**config.mk**
```make
export PLATFORM = sky130hd
export DESIGN_NAME = wheel_encoder_delta_tracker
export DESIGN_NICKNAME = d
export VERILOG_FILES = /design/src/rtl/core/wedt_pkg.sv /design/src/rtl/core/wheel_encoder_delta_tracker.sv /design/src/rtl/core/wedt_cfg.sv /design/src/rtl/core/wedt_lane.sv /design/src/rtl/core/wedt_merge.sv
export SDC_FILE = /design/constraint.sdc
export NUM_CORES = 2
export LEC_CHECK = 0
export ABC_AREA = 1
export ABC_CLOCK_PERIOD_IN_PS = 34400
export BUFFER_PORTS_ARGS = -buffer_cell sky130_fd_sc_hd__clkbuf_2
export CORE_UTILIZATION = 60
export DETAILED_ROUTE_END_ITERATION = 6
export GPL_TIMING_DRIVEN = 0
export PLACE_DENSITY_LB_ADDON = 0.25
export SLEW_MARGIN = 20
export SYNTH_ARGS = -nofsm -noshare
export SYNTH_HDL_FRONTEND = slang
export SYNTH_HIERARCHICAL = 1
export SYNTH_SLANG_ARGS = --single-unit
```
**constraint.sdc**
```tcl
create_clock -name clk -period 34.4 [get_ports clk]
set_input_delay 6.88 -clock clk [delete_from_list [all_inputs] [get_ports clk]]
set_output_delay 6.88 -clock clk [all_outputs]
set_load 0.01 [all_outputs]
```
**src/rtl/core/wedt_pkg.sv**
```systemverilog
// Shared constants, types and a helper function for the wheel encoder delta tracker.
`timescale 1ns / 1ps
`default_nettype none

package wedt_pkg;

  // Moving window depth (number of changes averaged by the consumer).
  localparam int WINDOW_DEPTH = 5;

  localparam int RAW_W      = 16;
  localparam int DELTA_W    = 17;
  localparam int WSUM_W     = 20;
  localparam int FILL_OUT_W = 3;
  localparam int TOTAL_W    = 32;
  localparam int MOD_W      = 17;
  localparam int DB_W       = 16;
  localparam int TENTH_W    = 14;
  localparam int DIFF_W     = 19;

  localparam int SUM_W  = DELTA_W + $clog2(WINDOW_DEPTH);
  localparam int FILL_W = $clog2(WINDOW_DEPTH + 1);
  localparam int EXT_W  = ((SUM_W > WSUM_W) ? SUM_W : WSUM_W) + 1;

  // Divide by ten as a multiply by a reciprocal; exact for every 17-bit modulus.
  localparam int RECIP       = 52429;
  localparam int RECIP_W     = 16;
  localparam int RECIP_SHIFT = 19;
  localparam int PROD_W      = MOD_W + RECIP_W;

  localparam logic [MOD_W-1:0]   MOD_RESET   = 17'h10000;
  localparam logic [TENTH_W-1:0] TENTH_RESET = 14'd6553;
  localparam logic [DB_W-1:0]    DB_RESET    = 16'd0;

  localparam int FILL_OUT_MAX = 7;

  localparam logic REG_WRAP_MODULUS = 1'b0;
  localparam logic REG_DEADBAND     = 1'b1;

  localparam logic OP_SAMPLE = 1'b0;
  localparam logic OP_CLEAR  = 1'b1;

  localparam logic signed [DELTA_W:0] DELTA_MAX = 18'sd65535;
  localparam logic signed [DELTA_W:0] DELTA_MIN = -18'sd65536;

  localparam logic signed [EXT_W-1:0] WSUM_MAX = EXT_W'((2 ** (WSUM_W - 1)) - 1);
  localparam logic signed [EXT_W-1:0] WSUM_MIN = -EXT_W'(2 ** (WSUM_W - 1));

  typedef struct packed {
    logic [MOD_W-1:0]   modulus;
    logic [TENTH_W-1:0] tenth;
    logic [DB_W-1:0]    deadband;
  } cfg_t;

  typedef struct packed {
    logic step;
    logic clr;
    logic seen_first;
  } ctl_t;

  typedef struct packed {
    logic signed [DELTA_W-1:0] delta;
    logic signed [WSUM_W-1:0]  wsum;
    logic [TOTAL_W-1:0]        total;
  } lane_res_t;

  // Clamp the exact window sum into the reported signed range.
  function automatic logic signed [WSUM_W-1:0] sat_wsum(input logic signed [SUM_W-1:0] s);
    logic signed [EXT_W-1:0] e;
    logic signed [WSUM_W-1:0] r;
    e = {{(EXT_W - SUM_W){s[SUM_W-1]}}, s};
    if (e > WSUM_MAX) begin
      r = WSUM_MAX[WSUM_W-1:0];
    end else if (e < WSUM_MIN) begin
      r = WSUM_MIN[WSUM_W-1:0];
    end else begin
      r = e[WSUM_W-1:0];
    end
    return r;
  endfunction

endpackage

`default_nettype wire

```
**src/rtl/core/wheel_encoder_delta_tracker.sv**
```systemverilog
// A result word is valid in the cycle after its input word is accepted.
// Throughput: one word per cycle while out_ready is high; the single output register frees as it is taken.
// The change, total and window sum for a word are settled in the accept cycle, so
// each word sees the state left by the one before it without a bubble.
// Reset (synchronous, active high) restores modulus 65536, deadband 0, empty
// windows, zero totals and no previous reading; no clearing pass is needed.
`timescale 1ns / 1ps
`default_nettype none

module wheel_encoder_delta_tracker (
  input  wire logic                                clk,
  input  wire logic                                rst,
  input  wire logic                                in_valid,
  output logic                                     in_ready,
  input  wire logic                                operation,
  input  wire logic [wedt_pkg::RAW_W-1:0]          left_raw,
  input  wire logic [wedt_pkg::RAW_W-1:0]          right_raw,
  output logic                                     out_valid,
  input  wire logic                                out_ready,
  output logic signed [wedt_pkg::DELTA_W-1:0]      left_delta,
  output logic signed [wedt_pkg::DELTA_W-1:0]      right_delta,
  output logic signed [wedt_pkg::WSUM_W-1:0]       left_window_sum,
  output logic signed [wedt_pkg::WSUM_W-1:0]       right_window_sum,
  output logic [wedt_pkg::FILL_OUT_W-1:0]          window_fill,
  output logic [wedt_pkg::TOTAL_W-1:0]             left_total,
  output logic [wedt_pkg::TOTAL_W-1:0]             right_total,
  input  wire logic                                cfg_valid,
  output logic                                     cfg_ready,
  input  wire logic                                cfg_index,
  input  wire logic [wedt_pkg::MOD_W-1:0]          cfg_data
);

  wedt_pkg::cfg_t      cfg;
  wedt_pkg::ctl_t      ctl;
  wedt_pkg::lane_res_t left_res;
  wedt_pkg::lane_res_t right_res;

  wedt_cfg u_cfg (
    .clk       (clk),
    .rst       (rst),
    .cfg_valid (cfg_valid),
    .cfg_ready (cfg_ready),
    .cfg_index (cfg_index),
    .cfg_data  (cfg_data),
    .cfg       (cfg)
  );

  wedt_lane u_left (
    .clk (clk),
    .rst (rst),
    .cfg (cfg),
    .ctl (ctl),
    .raw (left_raw),
    .res (left_res)
  );

  wedt_lane u_right (
    .clk (clk),
    .rst (rst),
    .cfg (cfg),
    .ctl (ctl),
    .raw (right_raw),
    .res (right_res)
  );

  wedt_merge u_merge (
    .clk              (clk),
    .rst              (rst),
    .in_valid         (in_valid),
    .in_ready         (in_ready),
    .operation        (operation),
    .ctl              (ctl),
    .left_res         (left_res),
    .right_res        (right_res),
    .out_valid        (out_valid),
    .out_ready        (out_ready),
    .left_delta       (left_delta),
    .right_delta      (right_delta),
    .left_window_sum  (left_window_sum),
    .right_window_sum (right_window_sum),
    .window_fill      (window_fill),
    .left_total       (left_total),
    .right_total      (right_total)
  );

endmodule

`default_nettype wire

```
**src/rtl/core/wedt_cfg.sv**
```systemverilog
// Configuration registers: wrap modulus with its precomputed tenth, and the deadband.
`timescale 1ns / 1ps
`default_nettype none

module wedt_cfg (
  input  wire logic                          clk,
  input  wire logic                          rst,
  input  wire logic                          cfg_valid,
  output logic                               cfg_ready,
  input  wire logic                          cfg_index,
  input  wire logic [wedt_pkg::MOD_W-1:0]    cfg_data,
  output wedt_pkg::cfg_t                     cfg
);

  logic [wedt_pkg::PROD_W-1:0]  prod;
  logic [wedt_pkg::TENTH_W-1:0] tenth_next;
  logic                         wr;

  assign cfg_ready = 1'b1;
  assign wr        = cfg_valid && cfg_ready;

  // The tenth is taken once per modulus write so the item path only compares.
  always_comb begin
    prod       = wedt_pkg::PROD_W'(cfg_data) * wedt_pkg::PROD_W'(wedt_pkg::RECIP);
    tenth_next = prod[wedt_pkg::RECIP_SHIFT +: wedt_pkg::TENTH_W];
  end

  always_ff @(posedge clk) begin
    if (rst) begin
      cfg.modulus  <= wedt_pkg::MOD_RESET;
      cfg.tenth    <= wedt_pkg::TENTH_RESET;
      cfg.deadband <= wedt_pkg::DB_RESET;
    end else if (wr) begin
      case (cfg_index)
        wedt_pkg::REG_WRAP_MODULUS: begin
          cfg.modulus <= cfg_data;
          cfg.tenth   <= tenth_next;
        end
        wedt_pkg::REG_DEADBAND: begin
          cfg.deadband <= cfg_data[wedt_pkg::DB_W-1:0];
        end
        default: begin
        end
      endcase
    end
  end

endmodule

`default_nettype wire

```
**src/rtl/core/wedt_lane.sv**
```systemverilog
// One wheel lane: wrap-corrected change, deadband, saturating total and moving window.
`timescale 1ns / 1ps
`default_nettype none

module wedt_lane (
  input  wire logic                          clk,
  input  wire logic                          rst,
  input  wire wedt_pkg::cfg_t                cfg,
  input  wire wedt_pkg::ctl_t                ctl,
  input  wire logic [wedt_pkg::RAW_W-1:0]    raw,
  output wedt_pkg::lane_res_t                res
);

  logic [wedt_pkg::RAW_W-1:0]          last;
  logic signed [wedt_pkg::DELTA_W-1:0] win [wedt_pkg::WINDOW_DEPTH];
  logic signed [wedt_pkg::SUM_W-1:0]   wsum;
  logic [wedt_pkg::TOTAL_W-1:0]        total;

  logic signed [wedt_pkg::DIFF_W-1:0]  diff;
  logic signed [wedt_pkg::DIFF_W-1:0]  modv;
  logic signed [wedt_pkg::DIFF_W-1:0]  tenv;
  logic signed [wedt_pkg::DIFF_W-1:0]  d1;
  logic signed [wedt_pkg::DIFF_W-1:0]  d2;
  logic signed [wedt_pkg::DELTA_W-1:0] dc;
  logic signed [wedt_pkg::DELTA_W:0]   neg;
  logic [wedt_pkg::DELTA_W-1:0]        mag;
  logic                                pass;
  logic signed [wedt_pkg::DELTA_W-1:0] dv;
  logic [wedt_pkg::TOTAL_W:0]          tot_add;
  logic [wedt_pkg::TOTAL_W-1:0]        tot_next;
  logic signed [wedt_pkg::SUM_W-1:0]   wsum_next;

  always_comb begin
    diff = $signed({3'b000, raw}) - $signed({3'b000, last});
    modv = $signed({2'b00, cfg.modulus});
    tenv = $signed({5'b00000, cfg.tenth});
    d1   = (diff > tenv) ? (diff - modv) : diff;
    d2   = (d1 < -tenv) ? (d1 + modv) : d1;

    if (!ctl.seen_first) begin
      dc = '0;
    end else if (d2 > wedt_pkg::DIFF_W'(wedt_pkg::DELTA_MAX)) begin
      dc = wedt_pkg::DELTA_MAX[wedt_pkg::DELTA_W-1:0];
    end else if (d2 < wedt_pkg::DIFF_W'(wedt_pkg::DELTA_MIN)) begin
      dc = wedt_pkg::DELTA_MIN[wedt_pkg::DELTA_W-1:0];
    end else begin
      dc = d2[wedt_pkg::DELTA_W-1:0];
    end

    // One extra bit so the most negative change has a representable magnitude.
    neg  = -$signed({dc[wedt_pkg::DELTA_W-1], dc});
    mag  = dc[wedt_pkg::DELTA_W-1] ? neg[wedt_pkg::DELTA_W-1:0] : dc;
    pass = mag > wedt_pkg::DELTA_W'(cfg.deadband);
    dv   = pass ? dc : '0;

    tot_add  = {1'b0, total} + (wedt_pkg::TOTAL_W + 1)'(mag);
    tot_next = tot_add[wedt_pkg::TOTAL_W] ? '1 : tot_add[wedt_pkg::TOTAL_W-1:0];

    // Running sum: the oldest slot is zero until the window has filled.
    wsum_next = wsum + wedt_pkg::SUM_W'(dv)
              - wedt_pkg::SUM_W'(win[wedt_pkg::WINDOW_DEPTH-1]);

    res.delta = ctl.clr ? '0 : dv;
    res.wsum  = ctl.clr ? '0 : wedt_pkg::sat_wsum(wsum_next);
    res.total = (pass && !ctl.clr) ? tot_next : total;
  end

  always_ff @(posedge clk) begin
    if (rst) begin
      last  <= '0;
      wsum  <= '0;
      total <= '0;
      for (int i = 0; i < wedt_pkg::WINDOW_DEPTH; i++) begin
        win[i] <= '0;
      end
    end else if (ctl.clr) begin
      wsum <= '0;
      for (int i = 0; i < wedt_pkg::WINDOW_DEPTH; i++) begin
        win[i] <= '0;
      end
    end else if (ctl.step) begin
      last  <= raw;
      wsum  <= wsum_next;
      if (pass) begin
        total <= tot_next;
      end
      win[0] <= dv;
      for (int i = 1; i < wedt_pkg::WINDOW_DEPTH; i++) begin
        win[i] <= win[i-1];
      end
    end
  end

  a_clr_empties: assert property (@(posedge clk) disable iff (rst)
    ctl.clr |=> (wsum == '0) && (win[0] == '0))
    else $error("window not emptied by clear");

  a_total_monotonic: assert property (@(posedge clk) disable iff (rst)
    ctl.step |=> (total >= $past(total)))
    else $error("running total decreased");

  a_newest_entry: assert property (@(posedge clk) disable iff (rst)
    ctl.step |=> (win[0] == $past(res.delta)))
    else $error("newest window entry differs from reported change");

endmodule

`default_nettype wire

```
**src/rtl/core/wedt_merge.sv**
```systemverilog
// Handshake, shared fill count and first-sample flag, and the output register.
`timescale 1ns / 1ps
`default_nettype none

module wedt_merge (
  input  wire logic                                clk,
  input  wire logic                                rst,
  input  wire logic                                in_valid,
  output logic                                     in_ready,
  input  wire logic                                operation,
  output wedt_pkg::ctl_t                           ctl,
  input  wire wedt_pkg::lane_res_t                 left_res,
  input  wire wedt_pkg::lane_res_t                 right_res,
  output logic                                     out_valid,
  input  wire logic                                out_ready,
  output logic signed [wedt_pkg::DELTA_W-1:0]      left_delta,
  output logic signed [wedt_pkg::DELTA_W-1:0]      right_delta,
  output logic signed [wedt_pkg::WSUM_W-1:0]       left_window_sum,
  output logic signed [wedt_pkg::WSUM_W-1:0]       right_window_sum,
  output logic [wedt_pkg::FILL_OUT_W-1:0]          window_fill,
  output logic [wedt_pkg::TOTAL_W-1:0]             left_total,
  output logic [wedt_pkg::TOTAL_W-1:0]             right_total
);

  logic                          accept;
  logic                          seen_first;
  logic [wedt_pkg::FILL_W-1:0]   fill;
  logic [wedt_pkg::FILL_W-1:0]   fill_next;
  logic [wedt_pkg::FILL_OUT_W-1:0] fill_out;

  // The output register frees itself in the same cycle its word is taken.
  assign in_ready = !out_valid || out_ready;
  assign accept   = in_valid && in_ready;

  always_comb begin
    ctl.step       = accept && (operation == wedt_pkg::OP_SAMPLE);
    ctl.clr        = accept && (operation == wedt_pkg::OP_CLEAR);
    ctl.seen_first = seen_first;

    if (ctl.clr) begin
      fill_next = '0;
    end else if (ctl.step && (fill < wedt_pkg::FILL_W'(wedt_pkg::WINDOW_DEPTH))) begin
      fill_next = fill + 1'b1;
    end else begin
      fill_next = fill;
    end

    if (32'(fill_next) > 32'(wedt_pkg::FILL_OUT_MAX)) begin
      fill_out = wedt_pkg::FILL_OUT_W'(wedt_pkg::FILL_OUT_MAX);
    end else begin
      fill_out = wedt_pkg::FILL_OUT_W'(fill_next);
    end
  end

  always_ff @(posedge clk) begin
    if (rst) begin
      out_valid  <= 1'b0;
      seen_first <= 1'b0;
      fill       <= '0;
    end else begin
      if (accept) begin
        out_valid <= 1'b1;
      end else if (out_ready) begin
        out_valid <= 1'b0;
      end
      if (ctl.step) begin
        seen_first <= 1'b1;
      end
      fill <= fill_next;
    end
  end

  always_ff @(posedge clk) begin
    if (accept) begin
      left_delta       <= left_res.delta;
      right_delta      <= right_res.delta;
      left_window_sum  <= left_res.wsum;
      right_window_sum <= right_res.wsum;
      window_fill      <= fill_out;
      left_total       <= left_res.total;
      right_total      <= right_res.total;
    end
  end

  a_accept_shows: assert property (@(posedge clk) disable iff (rst)
    accept |=> out_valid)
    else $error("accepted word produced no result");

  a_clear_result: assert property (@(posedge clk) disable iff (rst)
    ctl.clr |=> (window_fill == '0) && (left_window_sum == '0) && (right_window_sum == '0)
                && (left_delta == '0) && (right_delta == '0))
    else $error("clear result is not empty");

  a_fill_bound: assert property (@(posedge clk) disable iff (rst)
    fill <= wedt_pkg::FILL_W'(wedt_pkg::WINDOW_DEPTH))
    else $error("fill count beyond window depth");

endmodule

`default_nettype wire
```
# Word-level counts from Yosys, hierarchy flattened
# Memories as Yosys holds them, arrays and structs flattened.
# Cells that the tools add are included.
[op_classes]
addsub = 16
bitwise_logic = 23
order_cmp = 15
multipliers = 1
n_mux = 55
n_reduce_logical = 18
[ops]
columns = ["cell", "n"]
rows = [
  ["two-way mux 17 bit", 30],
  ["two-way mux 32 bit", 4],
  ["two-way mux 19 bit", 6],
  ["adder 32 x 17 -> 33 bit", 2],
  ["adder 20 x 17 -> 20 bit", 2],
  ["> comparator 20 bit, second input constant", 2],
  ["< comparator 20 bit, second input constant", 2],
  ["two-way mux 20 bit", 2],
  ["subtractor 20 x 17 -> 20 bit", 2],
  ["adder 19 x 18 -> 19 bit", 2],
  ["> comparator 19 x 15 -> 1 bit", 2],
  ["> comparator 19 x 17 -> 1 bit, second input constant", 2],
  ["< comparator 19 x 17 -> 1 bit, second input constant", 2],
  ["< comparator 19 bit", 2],
  ["subtractor 19 x 18 -> 19 bit", 2],
  ["> comparator 17 x 16 -> 1 bit", 2],
  ["negator 17 bit", 2],
  ["subtractor 16 x 16 -> 17 bit", 2],
  ["multiplier 17 x 16 -> 33 bit, second input constant", 1],
  ["OR 1 bit", 20],
  ["negator 14 -> 19 bit", 1],
  ["two-way mux 1 bit", 11],
  ["logical AND 1 bit", 6],
  ["two-way mux 3 bit", 2],
  ["9 further kinds", 17],
]
[totals]
inputBits = 56
ram_bits = 170
wordCells = 151
out_inout_bits = 144
ff_bits = 329
memories = 2
[memory_table]
columns = ["name", "words", "word_bits", "rd", "rd_ports_with_merged_regs", "write_ports", "line", "text"]
rows = [
  ["u_left.win", 5, 17, 5, 0, 5, "wedt_lane.sv:15", "logic signed [wedt_pkg::DELTA_W-1:0] win [wedt_pkg::WINDOW_DEPTH];"],
  ["u_right.win", 5, 17, 5, 0, 5, "wedt_lane.sv:15", ""],
]

# Logic depth before layout (Yosys ltp)
[depth]
word_depth = 18
ltp_mapped = 96
ltp_nobuf = 93

# Hierarchy
# The synthesis kept the hierarchy.
[by_module_without_submodules]
columns = ["mod", "instances", "seq_area_each_um2", "cells_per_inst", "area_each_um2"]
rows = [
  ["wedt_lane (u_left)", 1, 3913.8, 1949, 13977.2],
  ["wedt_lane (u_right)", 1, 3913.8, 1891, 13849.5],
  ["wedt_cfg", 1, 940.9, 924, 7139.3],
  ["wedt_merge", 1, 4334.2, 184, 4545.6],
]

# Worst setup path after synthesis
# OpenSTA, ideal clock, no wires.
[synth_timing]
path_kind = "input to register"
startpoint = "in right_raw[0] (netlist name)"
endpoint = "reg u_merge/right_window_sum[19] (netlist name), data pin"
setup_time_ps = 261
slack_ps = 16186
cell_stages = 84
arrival_ps = 17953
path_cell_list = "inv_1 -> ha_1 -> inv_1 -> fa_1 -> nand3_1 -> nand2_1 -> nand2_1 -> nand2_2 -> a21oi_1 -> o21ai_0 -> xnor2_1 -> inv_1 -> ha_1 -> a21oi_1 -> o21a_1 -> nand2_1 -> nand2_1 -> nand2_1 -> [48 not listed] -> a21oi_1 -> o21bai_1 -> a21oi_1 -> o21ai_0 -> a21oi_1 -> o21bai_1 -> nand2_1 -> nand2_1 -> a21oi_1 -> o21ai_0 -> a21boi_0 -> o21ai_0 -> a21oi_1 -> o21bai_1 -> xor2_1 -> nand2_1 -> nand2_1 -> nor2_1"
[synth_via]
elab_chain_len = 17
[synth_lines]
columns = ["element", "line", "text"]
rows = [
  ["from (decl)", "wheel_encoder_delta_tracker.sv:17", "input wire logic [wedt_pkg::RAW_W-1:0] right_raw,"],
  ["subtractor 16 x 16 -> 17 bit *", "wedt_lane.sv:34", "diff = $signed({3'b000, raw}) - $signed({3'b000, last});"],
  ["subtractor 19 x 18 -> 19 bit or > comparator 19 x 15 -> 1 bit (tied branches)", "wedt_lane.sv:37", "d1 = (diff > tenv) ? (diff - modv) : diff;"],
  ["two-way mux 19 bit *", "wedt_lane.sv:37", ""],
  ["adder 19 x 18 -> 19 bit or < comparator 19 bit (tied branches)", "wedt_lane.sv:38", "d2 = (d1 < -tenv) ? (d1 + modv) : d1;"],
  ["two-way mux 19 bit *", "wedt_lane.sv:38", ""],
  ["< comparator 19 x 17 -> 1 bit", "wedt_lane.sv:44", "end else if (d2 < wedt_pkg::DIFF_W'(wedt_pkg::DELTA_MIN)) begin"],
  ["two-way mux 17 bit", "wedt_lane.sv:44", ""],
  ["two-way mux 17 bit *", "wedt_lane.sv:42", "end else if (d2 > wedt_pkg::DIFF_W'(wedt_pkg::DELTA_MAX)) begin"],
  ["two-way mux 17 bit *", "wedt_lane.sv:40", "if (!ctl.seen_first) begin"],
  ["negator 17 bit", "wedt_lane.sv:51", "neg = -$signed({dc[wedt_pkg::DELTA_W-1], dc});"],
  ["two-way mux 17 bit", "wedt_lane.sv:52", "mag = dc[wedt_pkg::DELTA_W-1] ? neg[wedt_pkg::DELTA_W-1:0] : dc;"],
  ["> comparator 17 x 16 -> 1 bit", "wedt_lane.sv:53", "pass = mag > wedt_pkg::DELTA_W'(cfg.deadband);"],
  ["two-way mux 17 bit *", "wedt_lane.sv:54", "dv = pass ? dc : '0;"],
  ["adder 20 x 17 -> 20 bit *", "wedt_lane.sv:60", "wsum_next = wsum + wedt_pkg::SUM_W'(dv)"],
  ["subtractor 20 x 17 -> 20 bit *", "wedt_lane.sv:61", "- wedt_pkg::SUM_W'(win[wedt_pkg::WINDOW_DEPTH-1]);"],
  ["< comparator 20 bit or > comparator 20 bit (tied branches)", "wedt_pkg.sv:73, wedt_pkg.sv:71", ""],
  ["two-way mux 20 bit or OR reduction 2 bit (tied branches)", "--", ""],
  ["to (signal assigned)", "wedt_merge.sv:78", "right_window_sum <= right_res.wsum;"],
  ["to (decl)", "wedt_merge.sv:19", "output logic signed [wedt_pkg::WSUM_W-1:0] right_window_sum,"],
]
# Mark *: on every way between the ends. The rest lies on a longest branch, timed or not.
# A chain may end at the register's enable or synchronous reset.

# Worst setup path in the final report
[layout_timing]
startpoint = "in left_raw[0] (netlist name)"
endpoint = "reg u_merge/left_window_sum[18] (netlist name), data pin"
[layout_via]
elab_chain_len = 18
[layout_lines]
columns = ["element", "line", "text"]
rows = [
  ["from (decl)", "wheel_encoder_delta_tracker.sv:16", "input wire logic [wedt_pkg::RAW_W-1:0] left_raw,"],
  ["subtractor 16 x 16 -> 17 bit *", "wedt_lane.sv:34", ""],
  ["subtractor 19 x 18 -> 19 bit or > comparator 19 x 15 -> 1 bit (tied branches)", "wedt_lane.sv:37", ""],
  ["two-way mux 19 bit *", "wedt_lane.sv:37", ""],
  ["adder 19 x 18 -> 19 bit or < comparator 19 bit (tied branches)", "wedt_lane.sv:38", ""],
  ["two-way mux 19 bit *", "wedt_lane.sv:38", ""],
  ["< comparator 19 x 17 -> 1 bit", "wedt_lane.sv:44", ""],
  ["two-way mux 17 bit", "wedt_lane.sv:44", ""],
  ["two-way mux 17 bit *", "wedt_lane.sv:42", ""],
  ["[3 not listed]", "--", ""],
  ["> comparator 17 x 16 -> 1 bit", "wedt_lane.sv:53", ""],
  ["two-way mux 17 bit *", "wedt_lane.sv:54", ""],
  ["named net u_left.dv, one bit", "wedt_lane.sv:28", "logic signed [wedt_pkg::DELTA_W-1:0] dv;"],
  ["adder 20 x 17 -> 20 bit *", "wedt_lane.sv:60", ""],
  ["subtractor 20 x 17 -> 20 bit *", "wedt_lane.sv:61", ""],
  ["< comparator 20 bit", "wedt_pkg.sv:73", "end else if (e < WSUM_MIN) begin"],
  ["two-way mux 20 bit", "wedt_pkg.sv:73", ""],
  ["two-way mux 19 bit *", "wedt_pkg.sv:71", "if (e > WSUM_MAX) begin"],
  ["to (signal assigned)", "wedt_merge.sv:77", "left_window_sum <= left_res.wsum;"],
  ["to (decl)", "wedt_merge.sv:18", "output logic signed [wedt_pkg::WSUM_W-1:0] left_window_sum,"],
]
# The timed path passes the listed nets; every way through them passes the cells marked *.

==> metrics.yaml <==
cts_resized: 0
ys_seq_area_share_pct: 33.2
synth.avg_cell_area_um2: 7.99
fin_ws_ps: 13420
status: "complete, no violations"
clkTransAtPathRegs_ps: 60
min_path_cells: 2
mostFrequentLayoutCell: "inv_1"
post_cts_buffers: 0
wl_mm: 106
cts_buffer_depth: 3
critical_path_class: "in -> reg"
reg2reg_depth: 82
fp.dieW_um: 259
postSynthCellCount: 4948
cts_tree: "built"
dp_hpwl_mm: 84.2
worstPathArrival_ps: 21320
grt_pass1_wl_mm: 167
grt_use_total_pct: 31.7
ctsHoldBuffers: 0
rows: 93
numClockSinks: 499
start_util_pct: 61.0
netlist_area_mm2: 0.0395
rsz0062_at_grt: "false"
ant_nets: 0
vias_per_cell: 5.47
antenna_found_initial: 0
portBuffers: 198
grt-ovfl-total: 0
hold_viol_final: 0
yosys_warnings: 6
tightest_slew_ps: 1120
slowest_delay_ps: 550
die_y_um: 259
startpoint_type: "input pin"
core_area_mm2: 0.0648
place_area_mm2: 0.0417
period_needed_ps: 20980
drv_slew: 0
place_ws_ps: 13200
p_leak_nw: 21.3
final-setup-viol-count: 0
drive_above_1_share_pct: 10.4
fin_crit_sh_pct: 61.0
relSlewSlack_pct: 25.2
clk_latency_ps: 600
grt_pass1_vias: 32200
ys_seq_elements: 499
layout-area-overhead-vs-synth_pct: 10.1
final.setup.tns_ps: 0
final_area_mm2: 0.0435
finClkSkew_ps: 24.5
grt_max_degree: 73
dr.pass1.iters: 6
crit_slowest_cell: "a31oi_1"
vdd_drop_max_v: 0.0000877
cp-end-kind: "register"
htreeDepth: 2
synth.distinct_cells: 62
nFillCells: 5443
p_per_area_mw_per_mm2: 93.9
dieArea_mm2: 0.0669
max_cap_viol_count: 0
vias: 33400
nets: 5804
cp_max_fo: 10
drtIter0Drc: 2824
gp_congestion: 0.987
max_freq_mhz: 47.7
root_buffer: "clkbuf_16"
layout_common_cells: "inv_1, nand2_1, nor2_1, ha_1, a21oi_1"
cts_made_buffers: 52
io_pins: 200
drc: 0
cp_data_required_time_ps: 34740
crit_path_frequent_cell: "nand2_1"
syn_nets: 5549
design_power_total_w: 0.00408
wire_per_inst_um: 17.4
hold_class: "reg -> reg"
## registers in the layout (all words and copies together) (netlist names)
register	count
u_left/win	85
u_right/win	85
u_cfg/cfg	47
u_left/total	32
u_merge/left_total	32
u_merge/right_total	32
u_right/total	32
u_left/wsum	20
u_merge/left_window_sum	20
u_merge/right_window_sum	20
u_right/wsum	20
u_merge/left_delta	17
u_merge/right_delta	17
u_left/last	16
u_right/last	16
u_merge/fill	3
u_merge/window_fill	3
u_merge/out_valid	1
u_merge/seen_first	1
## Yosys cell counts (all sizes together)
cell type / instances / area, um2
clkbuf: 78 / 293
mux2i: 2 / 20.0
nand3: 243 / 1470
a21oi: 362 / 1960
o21a: 6 / 45.0
o221ai: 1 / 8.76
fa: 133 / 2660
nor4: 11 / 75.1
nor3b: 1 / 7.51
a211oi: 5 / 37.5
inv: 941 / 3530
and2: 1 / 6.26
buf: 45 / 413
a221oi: 1 / 8.76
conb: 1 / 3.75
a31o: 2 / 17.5
o22ai: 28 / 175
o21ai: 293 / 1470
xor2: 160 / 1400
nor2: 599 / 2330
nand4: 34 / 225
o31ai: 15 / 113
clkinv: 1 / 3.75
edfxtp: 311 / 9340
or2: 6 / 37.5
o211a: 1 / 10.0
nand3b: 3 / 22.5
a21o: 17 / 128
a21boi: 4 / 30.0
o21bai: 25 / 188
a31oi: 17 / 106
a41oi: 1 / 8.76
dfxtp: 188 / 3760
o2111ai: 3 / 26.3
ha: 412 / 5150
nor3: 42 / 220
a211o: 1 / 8.76
or4: 1 / 7.51
xnor2: 51 / 447
o211ai: 11 / 82.6
nand2: 891 / 3650
## metal layers
| layer | track usage, % | vias to the layer above | share of wire (%) |
|---|---|---|---|
| li1 | - | 16500 | - |
| met1 | 41.1 | 15500 | 42 |
| met2 | 54.6 | 1182 | 48 |
| met3 | 3.72 | 226 | 6.7 |
| met4 | 11.6 | 0 | 3.6 |
| met5 | 0 | - | 0 |
## cells by family after synthesis
kind of cell	Yosys count	synth area share (%)
and+or+nand+nor	1832	20.4
buffers and inverters	1065	10.7
AOI/OAI and AO/OA	793	11.2
adders and majority gates	545	19.8
DFF	499	33.2
xor gates and xnor gates	211	4.68
muxes	2	0.0507
other	1	0.00949
## worst max-delay path: cells and delay by family
family / cells / cell delay [ps]
xor+xnor: 1 / 270
simple gates: 34 / 4070
compound gates: 28 / 5510
fa+ha+maj: 8 / 2820
buf+inv: 13 / 1740
## final timing paths
kind | start | end | slack [ps]
min | u_left/last[12] | u_left/last[12] | 450
max | left_raw[0] | u_merge/left_window_sum[18] | 13420
max reg2reg | u_left/last[0] | u_merge/left_window_sum[18] | 19510
min reg2reg | u_left/last[12] | u_left/last[12] | 450
## through the flow
step	hold WS (ps)	instances	utilization, %
floorplan	424	4948	-
global placement	439	6001	64.1
detailed placement	451	6004	64.3
CTS	460	6100	67.1
global route	477	6100	67.1
finish	453	6101	67.1
## final cells by class
| class | instances | area [um2] | share of cell area (%) |
|---|---|---|---|
| Clock buffer | 75 | 1550 | 3.57 |
| Tap cell | 855 | 1070 | 2.46 |
| Clock inverter | 21 | 287 | 0.658 |
| Antenna cell | 1 | 2.50 | 0.00575 |
| Timing Repair Buffer | 201 | 1070 | 2.47 |
| Inverter | 942 | 3540 | 8.14 |
| Multi-Input combinational cell | 3384 | 22200 | 50.9 |
| Sequential cell | 499 | 13100 | 30.1 |
| Buffer | 123 | 713 | 1.64 |
## power breakdown
| part | switching [W] | internal (W) | total, W |
|---|---|---|---|
| Sequential | 0.0000586 | 0.000776 | 0.000834 |
| Combinational | 0.00173 | 0.000920 | 0.00265 |
| Clock | 0.000237 | 0.000360 | 0.000597 |
Power figures use the tool's default switching activity.
